[src/rtl/core/cwps_pkg.sv]
// ----------------------------------------------------------------------------
// cwps_pkg: shared types, constants and cosine table
// Item formats, phase and weight widths, and the quarter-wave cosine table
// built at elaboration time.
// ----------------------------------------------------------------------------
package cwps_pkg;

  // Sizing
  localparam int MAX_ATOMS      = 4096;
  localparam int COS_TABLE_BITS = 10;
  localparam int PHASE_BITS     = 20;
  localparam int HALF_STEP_W    = 18;
  localparam int POS_W          = 32;
  localparam int WEIGHT_W       = 17;
  localparam int PROD_W         = POS_W + WEIGHT_W;
  localparam int ACC_W          = 64;
  localparam int COORD_W        = 48;
  localparam int COS_ENTRY_W    = 16;
  localparam int COS_ENTRIES    = (1 << COS_TABLE_BITS) + 1;
  localparam int COS_IDX_W      = COS_TABLE_BITS + 1;
  localparam int COS_ROM_BITS   = COS_ENTRIES * COS_ENTRY_W;

  // Constants
  localparam logic [63:0] HALF_PI_Q30 = 64'd1686629713;
  localparam logic [63:0] ONE_Q30     = 64'd1 << 30;
  localparam logic signed [WEIGHT_W-1:0] WEIGHT_SQRT_HALF = 17'sd23170;
  localparam logic [COS_ENTRY_W-1:0] COS_MAX = 16'd32768;
  localparam logic [COS_IDX_W-1:0]   COS_FULL = COS_IDX_W'(1 << COS_TABLE_BITS);

  // Configuration register indexes
  localparam logic REG_HALF_STEP = 1'b0;
  localparam logic REG_ZERO_MODE = 1'b1;

  // Item formats
  typedef struct packed {
    logic signed [POS_W-1:0] pos_x;
    logic signed [POS_W-1:0] pos_y;
    logic signed [POS_W-1:0] pos_z;
    logic                    last_atom;
  } pos_item_t;

  typedef struct packed {
    logic signed [COORD_W-1:0] coord_x;
    logic signed [COORD_W-1:0] coord_y;
    logic signed [COORD_W-1:0] coord_z;
  } coord_item_t;

  // Control into the phase unit
  typedef struct packed {
    logic adv;
    logic accept;
    logic last;
  } phase_ctl_t;

  // Control into each axis lane
  typedef struct packed {
    logic adv;
    logic acc_valid;
    logic acc_last;
  } lane_ctl_t;

  // Build the quarter-wave cosine table: entry k is cos(k*pi/2 / 2^B) in
  // units of 2^-15, from a 13-term Taylor series in Q2.30.
  function automatic logic [COS_ROM_BITS-1:0] build_cos_table();
    logic [COS_ROM_BITS-1:0] tbl;
    logic [63:0]             x;
    logic [63:0]             x2;
    logic [63:0]             term;
    logic signed [63:0]      sum;
    int                      k;
    int                      n;
    tbl = '0;
    for (k = 0; k < COS_ENTRIES; k++) begin
      x    = (64'(k) * HALF_PI_Q30) >> COS_TABLE_BITS;
      x2   = (x * x) >> 30;
      term = ONE_Q30;
      sum  = $signed(ONE_Q30);
      for (n = 1; n <= 12; n++) begin
        term = ((term * x2) >> 30) / 64'((2 * n - 1) * (2 * n));
        if ((n % 2) == 1) begin
          sum = sum - $signed(term);
        end else begin
          sum = sum + $signed(term);
        end
      end
      if (sum <= 0) begin
        sum = '0;
      end else begin
        sum = (sum + 64'sd16384) >>> 15;
        if (sum > 64'sd32768) begin
          sum = 64'sd32768;
        end
      end
      tbl[k*COS_ENTRY_W +: COS_ENTRY_W] = COS_ENTRY_W'(sum);
    end
    return tbl;
  endfunction

  localparam logic [COS_ROM_BITS-1:0] COS_TABLE = build_cos_table();

endpackage

[src/rtl/core/cwps_lane.sv]
// ----------------------------------------------------------------------------
// cwps_lane: one axis multiply-accumulate lane
// Delays the position to meet its weight, multiplies, accumulates in 64 bits
// and rounds and saturates the finished sum to 48 bits.
// ----------------------------------------------------------------------------
module cwps_lane
  import cwps_pkg::*;
(
  input  logic                          clk,
  input  logic                          rst,
  input  lane_ctl_t                     ctl,
  input  logic signed [POS_W-1:0]       pos,
  input  logic signed [WEIGHT_W-1:0]    weight,
  output logic signed [COORD_W-1:0]     coord
);

  logic signed [POS_W-1:0]  pos1;
  logic signed [POS_W-1:0]  pos2;
  logic signed [PROD_W-1:0] prod;
  logic [ACC_W-1:0]         acc;
  logic [ACC_W-1:0]         acc_next;
  logic [ACC_W-1:0]         fin;
  logic [ACC_W-1:0]         rnd;
  logic signed [ACC_W-1:0]  shifted;
  logic [ACC_W-COORD_W:0]   top_bits;

  // Hold the position until its weight is ready
  always_ff @(posedge clk) begin
    if (ctl.adv) begin
      pos1 <= pos;
      pos2 <= pos1;
      prod <= pos2 * weight;
    end
  end

  assign acc_next = acc + ACC_W'(prod);

  // Accumulate; on the last atom hand the sum on and clear
  always_ff @(posedge clk) begin
    if (rst) begin
      acc <= '0;
    end else if (ctl.adv && ctl.acc_valid) begin
      if (ctl.acc_last) begin
        acc <= '0;
      end else begin
        acc <= acc_next;
      end
    end
  end

  always_ff @(posedge clk) begin
    if (ctl.adv && ctl.acc_valid && ctl.acc_last) begin
      fin <= acc_next;
    end
  end

  // Round half up at bit 15 and saturate to the signed output range
  assign rnd      = fin + ACC_W'(1 << 14);
  assign shifted  = $signed(rnd) >>> 15;
  assign top_bits = shifted[ACC_W-1:COORD_W-1];

  always_comb begin
    if ((top_bits == '0) || (top_bits == '1)) begin
      coord = shifted[COORD_W-1:0];
    end else if (shifted[ACC_W-1]) begin
      coord = {1'b1, {(COORD_W-1){1'b0}}};
    end else begin
      coord = {1'b0, {(COORD_W-1){1'b1}}};
    end
  end

endmodule

[config.mk]
export PLATFORM = sky130hd
export DESIGN_NAME = cwps_lane
export DESIGN_NICKNAME = d
export VERILOG_FILES = /design/src/rtl/core/cwps_pkg.sv /design/src/rtl/core/cwps_lane.sv
export SDC_FILE = /design/constraint.sdc
export NUM_CORES = 2
export LEC_CHECK = 0
export ABC_AREA = 1
export BUFFER_PORTS_ARGS = -buffer_cell sky130_fd_sc_hd__clkbuf_2
export CORE_MARGIN = 1.5
export CORE_UTILIZATION = 55
export CTS_BUF_LIST = sky130_fd_sc_hd__clkbuf_4 sky130_fd_sc_hd__clkbuf_8
export CTS_CLUSTER_SIZE = 16
export DETAILED_ROUTE_END_ITERATION = 6
export PLACE_DENSITY = 0.73
export SETUP_SLACK_MARGIN = 0.2
export SYNTH_ARGS = -nofsm -noshare
export SYNTH_HDL_FRONTEND = slang
export SYNTH_SLANG_ARGS = --single-unit
[constraint.sdc]
create_clock -name clk -period 19.7 [get_ports clk]
set_clock_uncertainty 0.05 [all_clocks]
set_input_delay 5.91 -clock clk [delete_from_list [all_inputs] [get_ports clk]]
set_output_delay 5.91 -clock clk [all_outputs]
set_load 0.05 [all_outputs]
==> flow_summary_export.csv <==
group,metric,value,unit
global_route,grt_pass1_wl,151000,microns
clocking,clk_latency,0.62,ns
setup_path,start_kind,"input pin",
floorplanning,die_w,254,microns
yosys,async_flop_share,0,%
setup_path,crit_path_end_kind,"flop",
floorplanning,initial_utilization,55.9,%
timing,maxSlewHeadroom,21.2,%
floorplanning,io_pins,102,
global_route,antenna_found_initial,1,
global_route,grt_overflow,0,
job,cap_violations,0,
setup_path,critical_path_class,"in -> reg",
clocking,ctsResizeCount,0,
timing,final_max_slew_viol_count,0,
detailed_routing,via_per_inst,5.15,
min_path,hold_class,"reg -> reg",
detailed_routing,wl_per_cell,16.7,microns
detailed_routing,dr_total_vias,28712,
timing,worst_pin_slew,1.18,ns
floorplanning,design.core.area,62100,sq um
yosys,yosys_warnings,0,
global_route,grt_max_degree,67,
timing,post-route-min-period,11.79,ns
yosys,synth-edff-count,163,
global_route,grt_usage,30.1,%
detailed_routing,drt_pass1_iterations,5,
timing,hold_viol,0,
clocking,cts_setup_buffers,0,
yosys,avgSynthCellArea,7.38,sq um
finish,register_area,6180,sq um
detailed_routing,ant_nets,0,
yosys,netlist_instances,4699,
timing,tns,0,ns
timing,period_share,59.9,%
setup_path,cp.arrival,12.07,ns
clocking,cts_buffers,39,
placement,place_congestion,1.00,
global_route,grt_pass1_vias,29992,
detailed_routing,drt_iter0_drc,1898,
timing,rsz0062_at_grt,"no",
finish,multi_input_area,23400,sq um
clocking,tritoncts,"done",
clocking,clock-root-buffer,"clkbuf_8",
clocking,clk_pin_slew_worst_paths,0.06,ns
yosys,synth.distinct_cells,43,
yosys,netlist_area,34700,sq um
floorplanning,dieHeight,254,microns
clocking,clockBufferDepth,3,
setup_path,worstPathRequired,19.98,ns
detailed_routing,wl,92800,microns
detailed_routing,drc,0,
yosys,yosys_register_bits,227,
yosys,synth_fp_nets,5454,
timing,setup-violations-final,0,
finish,area_growth,5.51,%
finish,nets,5460,
clocking,clock-sinks,227,
clocking,h-tree-depth,2,
finish,drive_gt1_share,4.50,%
placement,hpwl,75000,microns
timing,fmax,84.8,MHz
floorplanning,die_area,64600,sq um
yosys,synth-seq-area-share,17.8,%
yosys,yosys_most_used_dff,"edfxtp_1",
finish,nFillCells,5801,
placement,portBuffers,101,
status,outcome,"complete, no violations",
setup_path,path_max_fanout,32,
clocking,hold_buffers,0,
floorplanning,num_rows,91,
==> sequential cells by signal, indices dropped and copies added (netlist names) <==
signal and count:
acc 64, fin 50, prod 49, pos1 32
pos2 32
==> area by class of cell <==
class / count / share of cell area [%]
Timing Repair Buffer: 110 / 1.57
Inverter: 1214 / 12.4
Clock inverter: 26 / 0.725
Sequential cell: 227 / 16.9
Clock buffer: 46 / 1.64
Multi-Input combinational cell: 3113 / 63.9
Tap cell: 837 / 2.86
Antenna cell: 1 / 0.00684
==> layout by cell type, fill, tap and decap left out, drive strengths merged, types with 17 or more instances in the layout <==
cell type | Yosys | final
nand2 | 1469 | 1469
inv | 1214 | 1216
fa | 522 | 522
nor2 | 256 | 256
ha | 179 | 179
a21oi | 172 | 172
edfxtp | 163 | 163
nand3 | 152 | 152
clkbuf | 135 | 146
xor2 | 84 | 84
dfxtp | 64 | 64
o21ai | 54 | 54
nor3 | 44 | 44
and2 | 33 | 33
xnor2 | 32 | 32
nand4 | 28 | 28
o21bai | 17 | 17
==> worst paths after layout <==
kind	start	to	slack [ns]	cells after the start
max	weight[5]	prod[45]	7.91	19
min	pos1[25]	pos2[25]	0.37	0
max reg2reg	pos2[13]	prod[41]	13.01	20
min reg2reg	pos1[25]	pos2[25]	0.37	0
==> routing by layer <==
| layer | up-vias | global-route usage [%] | routed length, microns |
|---|---|---|---|
| li1 | 13791 | - | - |
| met1 | 13556 | 37.3 | 37600 |
| met2 | 1081 | 51.7 | 44000 |
| met3 | 284 | 4.38 | 6250 |
| met4 | 0 | 14.8 | 5040 |
| met5 | - | 0 | 0 |
==> per-stage QoR <==
stage	setup WS [ns]	area, sq um	utilization (%)	hold WS [ns]	cells
floorplan	8.40	34700	-	0.350	4699
detailed placement	7.36	35700	57.6	0.355	5501
CTS	8.01	36600	59.0	0.367	5573
global route	7.51	36600	59.0	0.372	5574
finish	7.91	36600	59.0	0.367	5574
global placement	7.46	35700	57.6	0.351	5501
==> Yosys cell counts, types with 17 or more instances <==
library cell	instances	area share, %
a21oi_1	172	2.5
nand2_1	1462	16
nand4_1	28	0.50
xor2_1	84	2.1
xnor2_1	32	0.81
fa_1	522	30
ha_1	179	6.5
o21ai_0	51	0.74
nor3_1	42	0.61
and2_1	32	0.58
inv_1	1212	13
nand3_1	152	2.2
edfxtp_1	163	14
dfxtp_1	64	3.7
clkbuf_1	135	1.5
nor2_1	250	2.7
o21bai_1	17	0.37
==> cell families after synthesis <==
kind of cell / share of synthesized area [%]
and+or+nand+nor: 23.7
buffers and inverters: 14.9
adders and majority gates: 36.6
AOI/OAI and AO/OA: 4.09
DFF: 17.8
xor gates and xnor gates: 2.93
==> critical path, cell delays in order <==
cell      delay [ns]
clkbuf_2        0.71
nand2_1         0.32
fa_1            0.62
inv_1           0.07
fa_1            0.76
inv_1           0.11
fa_1            0.50
fa_1            0.57
fa_1            0.43
fa_1            0.49
inv_1           0.04
ha_1            0.33
a21oi_1         0.19
o21ai_0         0.18
nand2_1         0.11
o211ai_1        0.12
a21oi_1         0.21
nand3_1         0.20
xor2_1          0.19
Power is left out: the tool's default activity adds up to more than one toggle a clock period on the data nets, which glitch-free logic cannot reach.
